==> src/slot_collision_backoff_core_assert.svh <==
// assertion macros used by slot_collision_backoff_core
`ifndef SLOT_COLLISION_BACKOFF_CORE_ASSERT_SVH
`define SLOT_COLLISION_BACKOFF_CORE_ASSERT_SVH

// same-cycle implication, checked out of reset
`define SBC_ASSERT_NOW(name, ante, cons, msg) \
  name: assert property (@(posedge clk_i) disable iff (!rst_ni) (ante) |-> (cons)) \
    else $error(msg);

// next-cycle implication, checked out of reset
`define SBC_ASSERT_NEXT(name, ante, cons, msg) \
  name: assert property (@(posedge clk_i) disable iff (!rst_ni) (ante) |=> (cons)) \
    else $error(msg);

`endif

==> src/sbc_pkg.sv <==
package sbc_pkg;

  // sizes of the contention model
  localparam int unsigned DEVICES    = 5;
  localparam int unsigned SLOT_BITS  = 16;
  localparam int unsigned SLICE_BITS = 12;
  localparam int unsigned CNT_W      = $clog2(DEVICES + 1);
  localparam int unsigned EXP_W      = 4;
  localparam int unsigned LIMIT_W    = 4;
  localparam int unsigned RND_W      = 60;

  localparam logic [EXP_W-1:0]     LIMIT_CAP   = EXP_W'(10);
  localparam logic [LIMIT_W-1:0]   LIMIT_RESET = LIMIT_W'(10);
  localparam logic [SLOT_BITS-1:0] SLOT_MAX    = '1;

  // configuration port
  localparam int unsigned ADDR_W    = 3;
  localparam int unsigned DATA_W    = 32;
  localparam int unsigned REG_IDX_W = ADDR_W - 2;
  localparam logic [REG_IDX_W-1:0] REG_BACKOFF_LIMIT = REG_IDX_W'(0);

  // item operation codes
  localparam logic OP_TICK    = 1'b0;
  localparam logic OP_RESTART = 1'b1;

  typedef struct packed {
    logic             op;
    logic [RND_W-1:0] random_word;
  } sbc_in_t;

  typedef struct packed {
    logic [15:0] slot;
    logic [2:0]  senders;
    logic        collision;
    logic        run_done;
    logic        overflow;
    logic [3:0]  collisions_so_far;
  } sbc_out_t;

endpackage

==> src/sbc_cfg_regs.sv <==
module sbc_cfg_regs import sbc_pkg::*; (
  input  logic              clk_i,
  input  logic              rst_ni,
  input  logic              psel,
  input  logic              penable,
  input  logic              pwrite,
  input  logic [ADDR_W-1:0] paddr,
  input  logic [DATA_W-1:0] pwdata,
  output logic [DATA_W-1:0] prdata,
  output logic              pready,
  output logic [EXP_W-1:0]  limit_o
);

  logic [LIMIT_W-1:0]   limit_q;
  logic [REG_IDX_W-1:0] reg_idx;
  logic                 wr_en;

  assign pready  = 1'b1;
  assign reg_idx = paddr[ADDR_W-1:2];
  assign wr_en   = psel && penable && pwrite && pready && (reg_idx == REG_BACKOFF_LIMIT);

  // backoff limit register
  always_ff @(posedge clk_i or negedge rst_ni) begin
    if (!rst_ni) begin
      limit_q <= LIMIT_RESET;
    end else if (wr_en) begin
      limit_q <= pwdata[LIMIT_W-1:0];
    end
  end

  // read decode
  always_comb begin
    unique case (reg_idx)
      REG_BACKOFF_LIMIT: prdata = DATA_W'(limit_q);
      default:           prdata = '0;
    endcase
  end

  // limits above the cap behave as the cap
  assign limit_o = (EXP_W'(limit_q) > LIMIT_CAP) ? LIMIT_CAP : EXP_W'(limit_q);

endmodule

==> src/slot_collision_backoff_core.sv <==
// an accepted beat is held in the input register, then evaluated into the result register,
//   which drives out_valid_o until the result beat is taken
// throughput: one item per cycle while out_stall_i does not hold the result register, with
//   a combinational slot evaluation between the input register and the result register
// reset: clears schedules, slot counter, exponent and the valid bits of both pipeline registers;
//   the backoff limit register returns to 10
module slot_collision_backoff_core import sbc_pkg::*; (
  input  logic              clk_i,
  input  logic              rst_ni,
  input  logic              in_valid_i,
  output logic              in_stall_o,
  input  sbc_in_t           in_data_i,
  output logic              out_valid_o,
  input  logic              out_stall_i,
  output sbc_out_t          out_data_o,
  input  logic              psel,
  input  logic              penable,
  input  logic              pwrite,
  input  logic [ADDR_W-1:0] paddr,
  input  logic [DATA_W-1:0] pwdata,
  output logic [DATA_W-1:0] prdata,
  output logic              pready
);

`include "slot_collision_backoff_core_assert.svh"

  logic                 in_valid_q;
  sbc_in_t              in_q;
  logic                 out_valid_q;
  sbc_out_t             out_q;
  logic [SLOT_BITS-1:0] sched_q [DEVICES];
  logic [SLOT_BITS-1:0] sched_d [DEVICES];
  logic [SLOT_BITS-1:0] cur_q, cur_d;
  logic [EXP_W-1:0]     exp_q, exp_d;
  logic [EXP_W-1:0]     limit;

  logic                  adv, fire;
  logic [DEVICES-1:0]    match;
  logic                  done;
  logic [CNT_W-1:0]      count;
  logic                  coll;
  logic [EXP_W-1:0]      mask_exp;
  logic [SLICE_BITS:0]   one_sh;
  logic [SLICE_BITS-1:0] mask;
  logic [SLOT_BITS:0]    sum [DEVICES];
  logic [SLOT_BITS-1:0]  cur_inc;
  logic [EXP_W-1:0]      exp_inc;
  sbc_out_t              res;

  sbc_cfg_regs u_cfg (
    .clk_i   (clk_i),
    .rst_ni  (rst_ni),
    .psel    (psel),
    .penable (penable),
    .pwrite  (pwrite),
    .paddr   (paddr),
    .pwdata  (pwdata),
    .prdata  (prdata),
    .pready  (pready),
    .limit_o (limit)
  );

  // handshake: result register frees up when empty or taken
  assign adv        = !out_valid_q || !out_stall_i;
  assign fire       = in_valid_q && adv;
  assign in_stall_o = in_valid_q && !adv;

  // input register
  always_ff @(posedge clk_i or negedge rst_ni) begin
    if (!rst_ni) begin
      in_valid_q <= 1'b0;
    end else if (!in_stall_o) begin
      in_valid_q <= in_valid_i;
    end
  end

  always_ff @(posedge clk_i) begin
    if (in_valid_i && !in_stall_o) begin
      in_q <= in_data_i;
    end
  end

  // per-device compare and backoff reschedule
  always_comb begin
    done  = 1'b1;
    count = '0;
    for (int i = 0; i < DEVICES; i++) begin
      match[i] = (sched_q[i] == cur_q);
      if (sched_q[i] >= cur_q) begin
        done = 1'b0;
      end
      count = count + CNT_W'(match[i]);
    end
    coll     = (count > CNT_W'(1));
    mask_exp = (exp_q < limit) ? exp_q : limit;
    one_sh   = (SLICE_BITS + 1)'(1) << mask_exp;
    mask     = SLICE_BITS'(one_sh - 1'b1);
    for (int i = 0; i < DEVICES; i++) begin
      sum[i] = {1'b0, cur_q} + (SLOT_BITS + 1)'(1)
             + (SLOT_BITS + 1)'(in_q.random_word[i*SLICE_BITS +: SLICE_BITS] & mask);
    end
  end

  // next state and result for the item in the input register
  always_comb begin
    cur_inc = (cur_q != SLOT_MAX) ? SLOT_BITS'(cur_q + 1'b1) : cur_q;
    exp_inc = (exp_q < limit) ? EXP_W'(exp_q + 1'b1) : exp_q;
    cur_d   = cur_q;
    exp_d   = exp_q;
    for (int i = 0; i < DEVICES; i++) begin
      sched_d[i] = sched_q[i];
    end
    res = '0;
    if (in_q.op == OP_RESTART) begin
      cur_d = '0;
      exp_d = '0;
      for (int i = 0; i < DEVICES; i++) begin
        sched_d[i] = '0;
      end
    end else if (done) begin
      res.slot              = 16'(cur_q);
      res.run_done          = 1'b1;
      res.overflow          = (cur_q == SLOT_MAX);
      res.collisions_so_far = 4'(exp_q);
    end else begin
      if (coll) begin
        exp_d = exp_inc;
        for (int i = 0; i < DEVICES; i++) begin
          if (match[i]) begin
            sched_d[i] = sum[i][SLOT_BITS] ? SLOT_MAX : sum[i][SLOT_BITS-1:0];
          end
        end
      end
      cur_d                 = cur_inc;
      res.slot              = 16'(cur_q);
      res.senders           = 3'(count);
      res.collision         = coll;
      res.overflow          = (cur_inc == SLOT_MAX);
      res.collisions_so_far = 4'(exp_d);
    end
  end

  // contention state
  always_ff @(posedge clk_i or negedge rst_ni) begin
    if (!rst_ni) begin
      cur_q <= '0;
      exp_q <= '0;
      for (int i = 0; i < DEVICES; i++) begin
        sched_q[i] <= '0;
      end
    end else if (fire) begin
      cur_q <= cur_d;
      exp_q <= exp_d;
      for (int i = 0; i < DEVICES; i++) begin
        sched_q[i] <= sched_d[i];
      end
    end
  end

  // result register
  always_ff @(posedge clk_i or negedge rst_ni) begin
    if (!rst_ni) begin
      out_valid_q <= 1'b0;
    end else if (adv) begin
      out_valid_q <= in_valid_q;
    end
  end

  always_ff @(posedge clk_i) begin
    if (fire) begin
      out_q <= res;
    end
  end

  assign out_valid_o = out_valid_q;
  assign out_data_o  = out_q;

  // checks
  `SBC_ASSERT_NOW(a_exp_capped, 1'b1, exp_q <= LIMIT_CAP, "collision exponent above cap")
  `SBC_ASSERT_NOW(a_stall_needs_item, in_stall_o, in_valid_q, "stall with empty input register")
  `SBC_ASSERT_NOW(a_coll_senders, out_valid_q,
                  out_q.collision == (out_q.senders > 3'd1),
                  "collision flag disagrees with senders")
  `SBC_ASSERT_NEXT(a_restart_clears, fire && (in_q.op == OP_RESTART),
                   (cur_q == '0) && (exp_q == '0), "restart left state behind")
  `SBC_ASSERT_NEXT(a_slot_monotonic, fire && (in_q.op == OP_TICK),
                   cur_q >= $past(cur_q), "slot counter moved back on a tick")

endmodule
==> config.mk <==
export PLATFORM = sky130hd
export DESIGN_NAME = slot_collision_backoff_core
export DESIGN_NICKNAME = d
export VERILOG_FILES = /design/src/sbc_pkg.sv /design/src/sbc_cfg_regs.sv /design/src/slot_collision_backoff_core.sv
export VERILOG_INCLUDE_DIRS = /design/src /design/src/src
export SDC_FILE = /design/constraint.sdc
export NUM_CORES = 1
export LEC_CHECK = 0
export CAP_MARGIN = 20
export CORE_MARGIN = 2
export CORE_UTILIZATION = 65
export DETAILED_ROUTE_END_ITERATION = 10
export DONT_BUFFER_PORTS = 1
export PLACE_DENSITY = 0.86
export SETUP_SLACK_MARGIN = 0.5
export SYNTH_ARGS = -nofsm -noshare
export SYNTH_HDL_FRONTEND = slang
export SYNTH_HIERARCHICAL = 1
export SYNTH_SLANG_ARGS = --single-unit
==> constraint.sdc <==
create_clock -name clk_i -period 9.4 [get_ports clk_i]
set_input_delay 0.47 -clock clk_i [delete_from_list [all_inputs] [get_ports clk_i]]
set_output_delay 0.47 -clock clk_i [all_outputs]
set_load 0.1 [all_outputs]
==> out/results.ini <==
[route]
drt_first_iter_violations=1247
vias_per_cell=6.635
drtPass1Iterations=7
drc=0
detail_route.wl_per_cell_um=21.93
dr_total_vias=11220
final_antenna_net_count=0
routed_wl_um=37080

[timing]
slew_headroom_pct=34.74
skew_ns=0.01017
slew_violations=0
setup_tns_ns=0
max_clock_freq_mhz=140.9
rsz0062_at_grt=false
fin_crit_sh_pct=75.48
final_hold_viol_count=0
finalSetupViolations=0
tightest_slew_ns=0.9517
post-route-min-period_ns=7.095

[floorplan]
ioPinCount=164
core_area_um2=20230
num_rows=52
die_x_um=147.7
die_y_um=147.7
die_area_um2=21820
start_util_pct=66.35

[setup_path]
crit_chain=a21o_1, inv_1, ha_1, a21o_1, a21o_1, a21o_1, mux2i_1, nand4_1, ha_1, xnor2_1, nor2b_1, ha_1, a211o_1, o211ai_1, a2111oi_1, o31a_1, nor2_1, o21ai_2, nor2_1, o21ai_0
crit_top_cell=a21o_1
rr_startpoint=u_cfg/limit_q[3]
rrSetupSlack_ns=2.31
r2r_end=sched_q[35]
cp-endpoint=sched_q[35]
startpoint=u_cfg/limit_q[3]
arrival_ns=7.44
cp.required_ns=9.74
path_max_fanout=15
slowest_delay_ns=0.77
crit_type=reg -> reg
slowest_stage=mux2i_1
cp-end-kind=flip-flop
startpoint_type=flip-flop
worstRegToRegCells=20

[clocking]
clock_latency_ns=0.44
clk_transition_reported_paths_ns=0.08
cts_root_buffer=clkbuf_16
tritoncts=done
h-tree-depth=4
clock_path_buffers=2
cts_buffers=17
cts.repair.resized=0
cts_sinks=193
post-cts-setup-buffer-count=0
hold_buffers=2

[layout]
finalNetCount=1667
drive_above_1_share_pct=7.037
syn_to_final_growth_pct=5.788
final_cell_mix=149 x ha_1, 136 x nor2_1, 132 x nand2_1
layout_commonest_cell=ha_1
diodes=0

[pwr]
irDropWorstVdd_v=0.0002280
combPwrFrac_pct=58.0
power_density_nw_per_um2=336.5
power.leakage_nw=6.366
seq_power_share_pct=27.3
power_switching_mw=2.374
power_mw=4.778
swShare_pct=49.68
power_frac_clock_pct=14.7
power.internal_mw=2.405

[place]
dp_hpwl_um=26940
io_buffers=0
routabilityCongestion=1.010

[logic_synthesis]
synth-edff-count=87
synthesis.area_um2=13430
synth_flop_cell=dfrtp_1
ys_types=84
synth_area_per_cell_um2=9.562
synthTopCellsByArea=edfxtp_1 19%, dfrtp_1 19%, ha_1 14%
netlist.area_leader.share_pct=19.46
syn_inst=1404
yosysTopAreaCell=edfxtp_1
synth-seq-area-share_pct=39.24
async_flop_share_pct=54.92
synth_warnings=6
synth-seq-cells=193

[grt]
grt-ovfl-total=0
grtUsageTotal_pct=34.59
first_global_vias=10610
grt_pass1_wl_um=57620
grt_max_degree=107
antenna_found_initial=0

[hold_path]
hold_path.class=in -> reg

[run_status]
status=finished clean

[run]
cap_violations=0

-- stage by stage --
stage               utilization (%)  cell area, um2  setup WS, ns  hold WS, ns  std cells
floorplan                         -           13530         4.247       0.1744       1431
global placement              67.12           13580         2.726       0.1761       1653
detailed placement            67.27           13610         2.512       0.1763       1657
CTS                           70.19           14200         2.471       0.1091       1691
global route                  70.19           14200         1.832       0.1022       1691
finish                        70.19           14200         2.305       0.1144       1691
-- synth_stat cells, drive strengths merged (12+ instances only) --
cell type,count
and2,26
a21o,30
ha,149
clkbuf,20
buf,42
nand3,45
a211oi,22
nor2,138
a21oi,75
dfrtp,104
nor2b,45
edfxtp,87
inv,51
nor4,12
xor2,14
and3,15
o21ai,118
xnor2,42
nand4,30
a31oi,19
nand2,133
nor3,24
-- cell type report --
class                   instances  area, um2
well taps                     270      337.8
inverters                      51      191.4
fillers                      1537       6032
repair buffers                 20      172.7
flip-flops and latches        193       5268
multi-input cells            1125       7680
clock inverters                14      123.9
clock buffers                  18      429.2
-- critical path: cells and delay by family (launching register included) --
| family | cells | cell delay, ns |
|---|---|---|
| compound gates | 10 | 2.78 |
| mux | 1 | 0.77 |
| buf+inv | 1 | 0.07 |
| flops | 1 | 0.60 |
| fa+ha+maj | 3 | 1.21 |
| xor+xnor | 1 | 0.63 |
| simple gates | 4 | 0.90 |
-- kinds of logic (layout without fill, tap and decap cells) --
logic type / after synthesis / in the layout / share of synthesized area, %
and+or+nand+nor: 505 / 505 / 18.99
AOI/OAI and AO/OA: 363 / 363 / 17.54
DFF: 193 / 193 / 39.24
adders and majority gates: 156 / 156 / 14.93
buffers and inverters: 113 / 103 / 4.324
xor gates and xnor gates: 56 / 56 / 3.653
muxes: 16 / 16 / 1.267
other: 2 / 29 / 0.05594
-- routing by layer --
layer  GRT usage, %  share of wire [%]  vias to the layer above
met5              0                  0                        -
met4          19.42                6.0                        0
met3          10.06                 11                      158
met2          51.19                 43                      679
met1          45.81                 40                     5279
li1               -                  -                     5103
-- power by group through the flow --
stage                     logic (mW)  clock network (mW)  registers [mW]
final                           2.77               0.700            1.31
after global routing            3.03               0.731            1.32
after CTS                       2.70               0.701            1.30
after detailed placement        2.67                   0            1.32
after global placement          2.56                   0            1.31
after floorplan                 1.99                   0            1.28
-- registers in the layout (all words and copies together) (netlist names) --
| register | cells |
|---|---|
| cur_q | 16 |
| u_cfg/limit_q | 4 |
| out_valid_o | 1 |
| out_data_o | 26 |
| in_q | 61 |
| in_valid_q | 1 |
| sched_q | 80 |
| exp_q | 4 |
-- worst min-delay path by stage --
stage	to	cells after the start	slack, ns	startpoint
final	in_q[5]	0	0.11	in_data_i[5]
after floorplan	cur_q[0]	0	0.17	rst_ni
after global routing	in_q[4]	0	0.10	in_data_i[4]
after CTS	in_q[5]	0	0.11	in_data_i[5]
after global placement	u_cfg/limit_q[0]	0	0.18	rst_ni
after detailed placement	u_cfg/limit_q[0]	0	0.18	rst_ni
(Power assumes the default switching activity.)
